==> src/sv/apsp_pkg.sv <==
// ----------------------------------------------------------------------------
// apsp_pkg: shared types and constants for the all-pairs shortest path block
// Holds the request/response beat layouts, the action codes, the stored cell
// layout and the distance range used by the relaxation unit.
// ----------------------------------------------------------------------------
package apsp_pkg;

   // distance range of one stored entry and of the response field
   localparam int DIST_WIDTH = 24;
   localparam logic signed [DIST_WIDTH-1:0] DIST_MAX = {1'b0, {(DIST_WIDTH-1){1'b1}}};
   localparam logic signed [DIST_WIDTH-1:0] DIST_MIN = {1'b1, {(DIST_WIDTH-1){1'b0}}};

   // default matrix size and node count after reset
   localparam int MAX_NODES_DEF = 16;
   localparam logic [4:0] NODE_COUNT_RESET = 5'd16;

   typedef enum logic [1:0] {
      ACT_CLEAR = 2'd0,
      ACT_EDGE  = 2'd1,
      ACT_SOLVE = 2'd2,
      ACT_QUERY = 2'd3
   } action_type;

   typedef struct packed {
      action_type          action;
      logic [3:0]          src_node;
      logic [3:0]          dst_node;
      logic signed [15:0]  edge_weight;
   } req_type;

   typedef struct packed {
      logic signed [DIST_WIDTH-1:0] distance;
      logic                         reachable;
   } rsp_type;

   // one matrix entry: reachable bit and signed length
   typedef struct packed {
      logic                         exists;
      logic signed [DIST_WIDTH-1:0] len;
   } cell_type;

   // result of one add/saturate/compare pass
   typedef struct packed {
      logic signed [DIST_WIDTH-1:0] sum;
      logic                         take;
   } relax_type;

endpackage

==> src/sv/apsp_relax.sv <==
// ----------------------------------------------------------------------------
// apsp_relax: shared add, saturate and compare unit
// Adds two legs, clamps to the distance range and decides whether the sum
// replaces the target entry (target unreachable or sum strictly smaller).
// ----------------------------------------------------------------------------
module apsp_relax (
   input  logic signed [apsp_pkg::DIST_WIDTH-1:0] leg_a,
   input  logic signed [apsp_pkg::DIST_WIDTH-1:0] leg_b,
   input  apsp_pkg::cell_type                     target,
   output apsp_pkg::relax_type                    result
);
   import apsp_pkg::*;

   logic signed [DIST_WIDTH:0]   sum_wide;
   logic signed [DIST_WIDTH-1:0] sum_sat;

   // one extra bit catches overflow; clamp when the top two bits differ
   always_comb begin
      sum_wide = {leg_a[DIST_WIDTH-1], leg_a} + {leg_b[DIST_WIDTH-1], leg_b};
      if (sum_wide[DIST_WIDTH] != sum_wide[DIST_WIDTH-1]) begin
         sum_sat = sum_wide[DIST_WIDTH] ? DIST_MIN : DIST_MAX;
      end else begin
         sum_sat = sum_wide[DIST_WIDTH-1:0];
      end
   end

   assign result = '{sum: sum_sat, take: (!target.exists || (sum_sat < target.len))};

endmodule

==> config.mk <==
export PLATFORM = sky130hd
export DESIGN_NAME = apsp_relax
export DESIGN_NICKNAME = d
export VERILOG_FILES = /design/src/sv/apsp_pkg.sv /design/src/sv/apsp_relax.sv
export SDC_FILE = /design/constraint.sdc
export NUM_CORES = 1
export LEC_CHECK = 0
export ABC_CLOCK_PERIOD_IN_PS = 7000
export BUFFER_PORTS_ARGS = -buffer_cell sky130_fd_sc_hd__buf_2
export CORE_MARGIN = 2
export CORE_UTILIZATION = 45
export DETAILED_ROUTE_END_ITERATION = 7
export PLACE_DENSITY = 0.82
export SYNTH_ARGS = -nofsm -noshare
export SYNTH_HDL_FRONTEND = slang
export SYNTH_SLANG_ARGS = --single-unit
==> constraint.sdc <==
create_clock -name vclk -period 7
set_input_delay 0.7 -clock vclk [all_inputs]
set_output_delay 0.7 -clock vclk [all_outputs]
set_load 0.005 [all_outputs]
==> results of run 1 <==
[metrics by stage]
step / instances / instance area, um^2
final: 427 / 2570
after global placement: 427 / 2570
after CTS: 427 / 2570
after detailed placement: 427 / 2570
after global routing: 427 / 2570
after floorplan: 284 / 2070
[cell families after synthesis]
family,synth area share (%)
AOI/OAI and AO/OA,37.1
and+or+nand+nor,15.1
adders and majority gates,31.2
buffers and inverters,7.99
xor gates and xnor gates,8.05
muxes,0.484
[layer usage]
| metal | vias up | global-route usage, % |
|---|---|---|
| met5 | - | 0 |
| met4 | 0 | 1.89 |
| met3 | 4 | 1.13 |
| met2 | 68 | 38.4 |
| met1 | 1047 | 26.6 |
| li1 | 1248 | - |
[cell type report]
type	count	area share, %
inverter	30	4.38
multi-input combinational	247	74.0
tap	52	2.53
timing repair buffer	98	19.1
[power breakdown]
group          switching, mW  internal, mW  total [mW]  leakage (nW)
Sequential                 0             0           0             0
Clock                      0             0           0             0
Combinational          0.190         0.157       0.347          1.32
Total                  0.190         0.157       0.347          1.32
[cells in the final DEF, fill, tap and decap left out, types with 8 or more instances in the layout]
master | synthesis | routed
a21o_1 | 9 | 9
a21oi_1 | 34 | 34
buf_2 | 3 | 98
ha_1 | 46 | 46
inv_1 | 30 | 30
nand2_1 | 12 | 12
nand4_1 | 8 | 8
nor2_1 | 12 | 12
nor3_1 | 10 | 10
o21ai_0 | 18 | 18
xnor2_1 | 14 | 14
[critical path, stage by stage]
cell and delay (ns):
buf_2 0.10, ha_1 0.23, fa_1 0.43, a211oi_1 0.37
o21ai_1 0.16, nand2_1 0.12, o21ai_1 0.10, a22o_1 0.48
nor2_4 0.41, o21ai_0 0.19, ha_1 0.34, a21o_1 0.18
a21oi_1 0.13, o211ai_1 0.16, o31ai_1 0.23, a21oi_1 0.06
o32ai_1 0.18, o41ai_1 0.14, nand3_1 0.11, buf_2 0.11
[worst paths after layout]
check	startpoint	end	slack, ns
worst max-delay path	leg_a[0]	result[0]	1.35
worst min-delay path	target[24]	result[0]	1.77
==> metrics.txt, run 1 <==
Initial Util 47.2%; synth top area cells ha_1 (28%), a21oi_1 (8.2%), xnor2_1 (5.9%); post-CTS setup buffers 0; cell area after synthesis a little over 2000 um^2; cts hold-fix bufs 0; CP Data Arrival Time 4.95 ns; wl on met1 2.46 mm; CP required between 6 and 7 ns; clock buffers 0; initial antenna violation count 0; Top Ports 98; yosys synthesis warning count 0; Slew Limit Fails 0; antenna cells 0; Cell Rows 24; DIE WIDTH 71.8 um; Tot Pwr 0.347 mW; highest metal used met4; nets between 400 and 500; total gr overflow 0; Port Buffer Count 98; Final Hold Vio Count 0; final worst-path cycle share 80.7%; via count 2367; CTS resizes 0; Crit. End Element primary output; status finished, final reports clean; Worst Tran Pin Value 0.650 ns; P&R area growth vs syn 24.3%; max_slew headroom a little under three fifths; RSZ-0062 raised after global routing false; Peak supply drop 0.0547 mV; post-synthesis cell count 284; Post-Syn Area per Cell roughly 7.3 um^2; vias in the first global route 2163; setup_tns 0 ns; global-route wire length before repair around 9 mm; sequential-to-total area share from yosys stat 0%; core area 4380 um^2; number of DRC markers in iteration 0 78; met3 wire length 306 um; full die area 5150 um^2; hold depth 4; WHS 1.77 ns; # fillers roughly 420; Power Dens Cells 135 nW/um^2; post-DP HPWL 4.91 mm; largest net degree at the start of global routing 19; most frequent cell after synthesis ha_1; Pre-antenna DRT Iters 4; Tmin final ~5.6 ns; area of the multi-input gates 1900 um^2; Worst Slack Setup Final 1.35 ns; FF+latch count 0; average wire per standard cell between 10 and 15 um; maxcap violations 0; Synth top cells by count ha_1 (46), a21oi_1 (34), inv_1 (30); share of cells above drive strength 1 29.6%; CP max FO 18; antenna-violating nets left 0; Routed WL 5.50 mm; Critical Path Source Type input pin; total track usage slightly above 20%; final core occ between 50 and 60%; Cell variety after synth 49; Register Area 0 um^2; routed vias/inst approximately 5.5; Worst Hold Class input pin to primary output; RD Place Congestion 0.894; critical path class input pin to primary output; met2 wire length 2.70 mm; Synth top area share 27.8%; f_max 0.177 GHz; Yosys top cell by area ha_1; Leakage Power 1.32 nW; Post-route DRC 0; Die Y 71.8 um; Setup-failing EPs final 0; Post-Place Worst Slack roughly 1.4 ns; post-synth net total 404
Note: power is estimated with default switching activity, not from simulation.
==> run 2: changes to the inputs <==
--- a/config.mk
+++ b/config.mk
@@ -5,7 +5,7 @@
 export SDC_FILE = /design/constraint.sdc
 export NUM_CORES = 1
 export LEC_CHECK = 0
-export ABC_CLOCK_PERIOD_IN_PS = 7000
+export ABC_CLOCK_PERIOD_IN_PS = 5500
 export BUFFER_PORTS_ARGS = -buffer_cell sky130_fd_sc_hd__buf_2
 export CORE_MARGIN = 2
 export CORE_UTILIZATION = 45
==> constraint.sdc (replaced) <==
create_clock -name vclk -period 5.5
set_input_delay 0.55 -clock vclk [all_inputs]
set_output_delay 0.55 -clock vclk [all_outputs]
set_load 0.005 [all_outputs]
==> run 2 against run 1 <==
Against the previous run: sequential share of layout area unchanged; non-clock buffer count up 4; worst setup slack lost 0.96 ns; first-iteration DRC count is 9.0% lower; critical path type unchanged; critical endpoint unchanged; highest routed layer unchanged.
==> metrics.txt, run 2 (same netlist as run 1, synthesis figures left out) <==
post-DP HPWL 5.05 mm; largest net degree at the start of global routing 17; antenna-violating nets left 0; total track usage 21.3%; Leakage Power 1.34 nW; P&R area growth vs syn 25.8%; CP Data Arrival Time 4.56 ns; full die area 5150 um^2; DIE WIDTH ~72 um; critical path class input pin to primary output; Tmin final 5.11 ns; average wire per standard cell 13.4 um; hold depth 4; Peak supply drop 0.0691 mV; CP required 4.95 ns; final worst-path cycle share 92.9%; Critical Path Source Type input pin; core area about 4400 um^2; clock buffers 0; Post-route DRC 0; setup_tns 0 ns; leading cell type in the layout, fill and taps excluded buf_2; Power Dens Cells ~170 nW/um^2; Top Ports 98; Final Hold Vio Count 0; Worst Tran Pin Value about 0.47 ns; cts hold-fix bufs 0; FF+latch count 0; vias in the first global route 2223; via count 2395; status finished, final reports clean; CP max FO 15; Port Buffer Count 98; Cell Rows 24; initial antenna violation count 0; f_max 0.196 GHz; commonest cells after routing, fill and taps aside buf_2 (98), ha_1 (46), a21oi_1 (34), inv_1 (30), o21ai_0 (18); worst setup path start leg_a[0]; Setup-failing EPs final 0; Post-Layout Inst Area 2600 um^2; maxcap violations 0; Placed Area between 2000 and 3000 um^2; antenna cells 0; Register Area 0 um^2; Die Y 71.8 um; RSZ-0062 raised after global routing false; Slew Limit Fails 0; routed vias/inst around 5.6; RD Place Congestion 0.900; nets approximately 500; Routed WL 5.77 mm; global-route wire length before repair 9.38 mm; Initial Util 47.2%; Pre-antenna DRT Iters 4; Tot Pwr roughly 0.45 mW; Non-Filler Instances roughly 430; number of DRC markers in iteration 0 71; Worst Hold Class input pin to primary output; Crit. End Element primary output; max_slew headroom 68.1%; total gr overflow 0; Critical Path End result[0]; share of cells above drive strength 1 30.6%; dpl cells between 400 and 500
[run 2: changes by cell type in the layout (fill, tap and decap cells not counted)]
cell / change
a22o_2: +1
buf_4: +4
a22o_1: -1
[run 2: layer usage]
layer / global-route usage (%) / part of all wire, % / up-vias
li1: - / - / 1260
met1: 28.1 / 45 / 1061
met2: 39.2 / 49 / 68
met3: 1.13 / 5.4 / 6
met4: 2.10 / 0.76 / 0
met5: 0 / 0 / -
[run 2: critical path, cell delays in order]
cell	delay [ns]
buf_2	0.10
ha_1	0.24
fa_1	0.44
a211oi_1	0.36
o21ai_1	0.16
nand2_1	0.12
o21ai_1	0.10
a22o_2	0.43
nor2_4	0.19
buf_4	0.21
o21ai_0	0.14
ha_1	0.32
o21a_1	0.18
o21ai_0	0.15
a21o_1	0.14
a21oi_1	0.07
o32ai_1	0.30
o211ai_1	0.14
nand3_1	0.10
buf_2	0.11
[run 2: what timing repair did]
item | 4_1_cts | 5_1_grt
resized for setup | 0 | 1
buffers inserted | 0 | 3
setup endpoints to repair | 0 | 1
[run 2: how the worst min path moves through the flow]
stage | from | to
floorplan | target[24] | result[0]
global placement | target[24] | result[0]
detailed placement | target[24] | result[0]
CTS | target[24] | result[0]
global route | target[24] | result[0]
finish | target[24] | result[0]
[run 2: through the flow]
stage                     hold slack, ns  worst slack, ns  util (%)
final                               1.47            0.391      59.4
after global routing                1.48            0.128      59.4
after detailed placement            1.46            0.286      58.8
after CTS                           1.47            0.289      58.8
after floorplan                     1.25            0.983         -
after global placement              1.47            0.472      58.8
[run 2: power by group]
group          switching [mW]  leakage [nW]  internal, mW
sequential                  0             0             0
clock                       0             0             0
combinational           0.246          1.34         0.208
[run 2: area by class of cell]
cell class | count | area (um^2)
multi-input cells | 247 | 1900
fillers | 412 | 1780
well taps | 52 | 65.1
repair buffers | 102 | 520
inverters | 30 | 113
==> run 3: changes to the inputs <==
--- a/config.mk
+++ b/config.mk
@@ -8,9 +8,9 @@
 export ABC_CLOCK_PERIOD_IN_PS = 5500
 export BUFFER_PORTS_ARGS = -buffer_cell sky130_fd_sc_hd__buf_2
 export CORE_MARGIN = 2
-export CORE_UTILIZATION = 45
+export CORE_UTILIZATION = 50
 export DETAILED_ROUTE_END_ITERATION = 7
-export PLACE_DENSITY = 0.82
+export PLACE_DENSITY = 0.89
 export SYNTH_ARGS = -nofsm -noshare
 export SYNTH_HDL_FRONTEND = slang
 export SYNTH_SLANG_ARGS = --single-unit
==> run 3 against run 2 <==
Against the previous run: sequential cell count unchanged; wire length increased by 1.9%; core utilization increased by 5.5 points; worst hold slack improved by 0.0073 ns; design area decreased by 0.38%; count of clock-buffer cells in the layout unchanged; via count increased by 3.7%; non-clock buffer count decreased by 1; total power increased by 0.21%; fmax decreased by 1.4%; largest power group unchanged.
==> metrics.txt, run 3 (same netlist as run 1, synthesis figures left out) <==
status finished, final reports clean; final core occ 64.8%; Crit. End Element primary output; Top Ports 98; Critical-path top delay cell a211oi_4; nets 500; dpl cells between 400 and 500; Hold Path Sink result[0]; post-DP HPWL 5.18 mm; max_slew headroom 69.2%; Routed WL around 5.9 mm; initial antenna violation count 0; Worst Hold Class input pin to primary output; most frequent cell on the critical path o21ai_0; clock buffers 0; most used routing layer met2; Tot Pwr 0.455 mW; Leakage Power 1.34 nW; leading cell type in the layout, fill and taps excluded buf_2; WHS ~1.5 ns; Slew Limit Fails 0; Post-route DRC 0; critical-path cell list buf_2, ha_1, a21oi_1, o21ai_0, o211ai_1, o21ai_0, a211oi_4, nor2_4, o21ai_0, ha_1, o21a_1, o21ai_0, a21o_1, a21oi_1, o32ai_1, o211ai_1, nand3_1, buf_2; full die area 4670 um^2; largest net degree at the start of global routing 17; routed vias/inst 5.80; CP Data Arrival Time 4.63 ns; maxcap violations 0; RD Place Congestion 0.956; antenna-violating nets left 0; CP bufs+invs 2; global-route wire length before repair 9.18 mm; Worst Slack Setup Final 0.318 ns; critical path class input pin to primary output; f_max ~0.19 GHz; Cell Rows 23; via count around 2500; Pre-antenna DRT Iters 4; Worst Tran Pin Value 0.460 ns; Power Dens Cells 175 nW/um^2; Crit path max-delay family compound AO/OA/AOI/OAI gates; Register Area 0 um^2; Final Hold Vio Count 0; Post-Place Worst Slack 0.325 ns; commonest cells after routing, fill and taps aside buf_2 (98), ha_1 (46), a21oi_1 (34), inv_1 (30), o21ai_0 (18); FF+latch count 0; Non-Filler Instances 428; share of cells above drive strength 1 30.4%; hold path start target[24]; P&R area growth vs syn 25.3%; vias in the first global route about 2200; Die Y 68.3 um; total gr overflow 0; CP max stage delay approximately 0.51 ns; number of DRC markers in iteration 0 102; antenna cells 0; met2 Use GR between 40% and 50%; average wire per standard cell 13.7 um; Tmin final 5.18 ns; total track usage ~25%; met1 GRT Util about 33%; CP required 4.95 ns; Setup-failing EPs final 0; # fillers 391; Placed Area 2580 um^2; Initial Util 51.7%; core area 4000 um^2; RSZ-0062 raised after global routing false; final worst-path cycle share 94.2%; Peak supply drop 0.0928 mV; CP max FO 11; setup_tns 0 ns; Critical Path Source Type input pin; WP depth 18; hold depth 4; Post-Layout Inst Area around 2600 um^2; Port Buffer Count between 90 and 100; DIE WIDTH 68.3 um; GR Util met3 1.48%
run 3: how the worst max path moves through the flow:
stage               startpoint   endpoint  slack, ns
CTS                   leg_a[4]  result[0]       0.32
global route          leg_a[4]  result[0]       0.01
finish                leg_a[4]  result[0]       0.32
global placement      leg_a[0]  result[0]       0.48
detailed placement    leg_a[4]  result[0]       0.33
floorplan             leg_a[0]  result[0]       0.98
run 3: final cells by class:
type                       instances  area [um^2]  area share (%)
timing repair buffer             101          513            19.8
multi-input combinational        247         1900            73.5
inverter                          30          113            4.34
tap                               50         62.6            2.41
run 3: layer usage:
metal	up-vias	share of wire (%)
met2	100	48
met4	0	1.0
met5	-	0
li1	1261	-
met1	1115	44
met3	8	6.5
run 3: report_power, final:
part	switching (mW)	internal (mW)	leakage, nW	total, mW
combinational	0.249	0.206	1.34	0.455
sequential	0	0	0	0
clock	0	0	0	0
run 3: timing repair:
action,4_1_cts,5_1_grt
buffers inserted,0,2
hold buffers,0,0
endpoints found under the setup margin,0,1
gates resized for setup,0,1
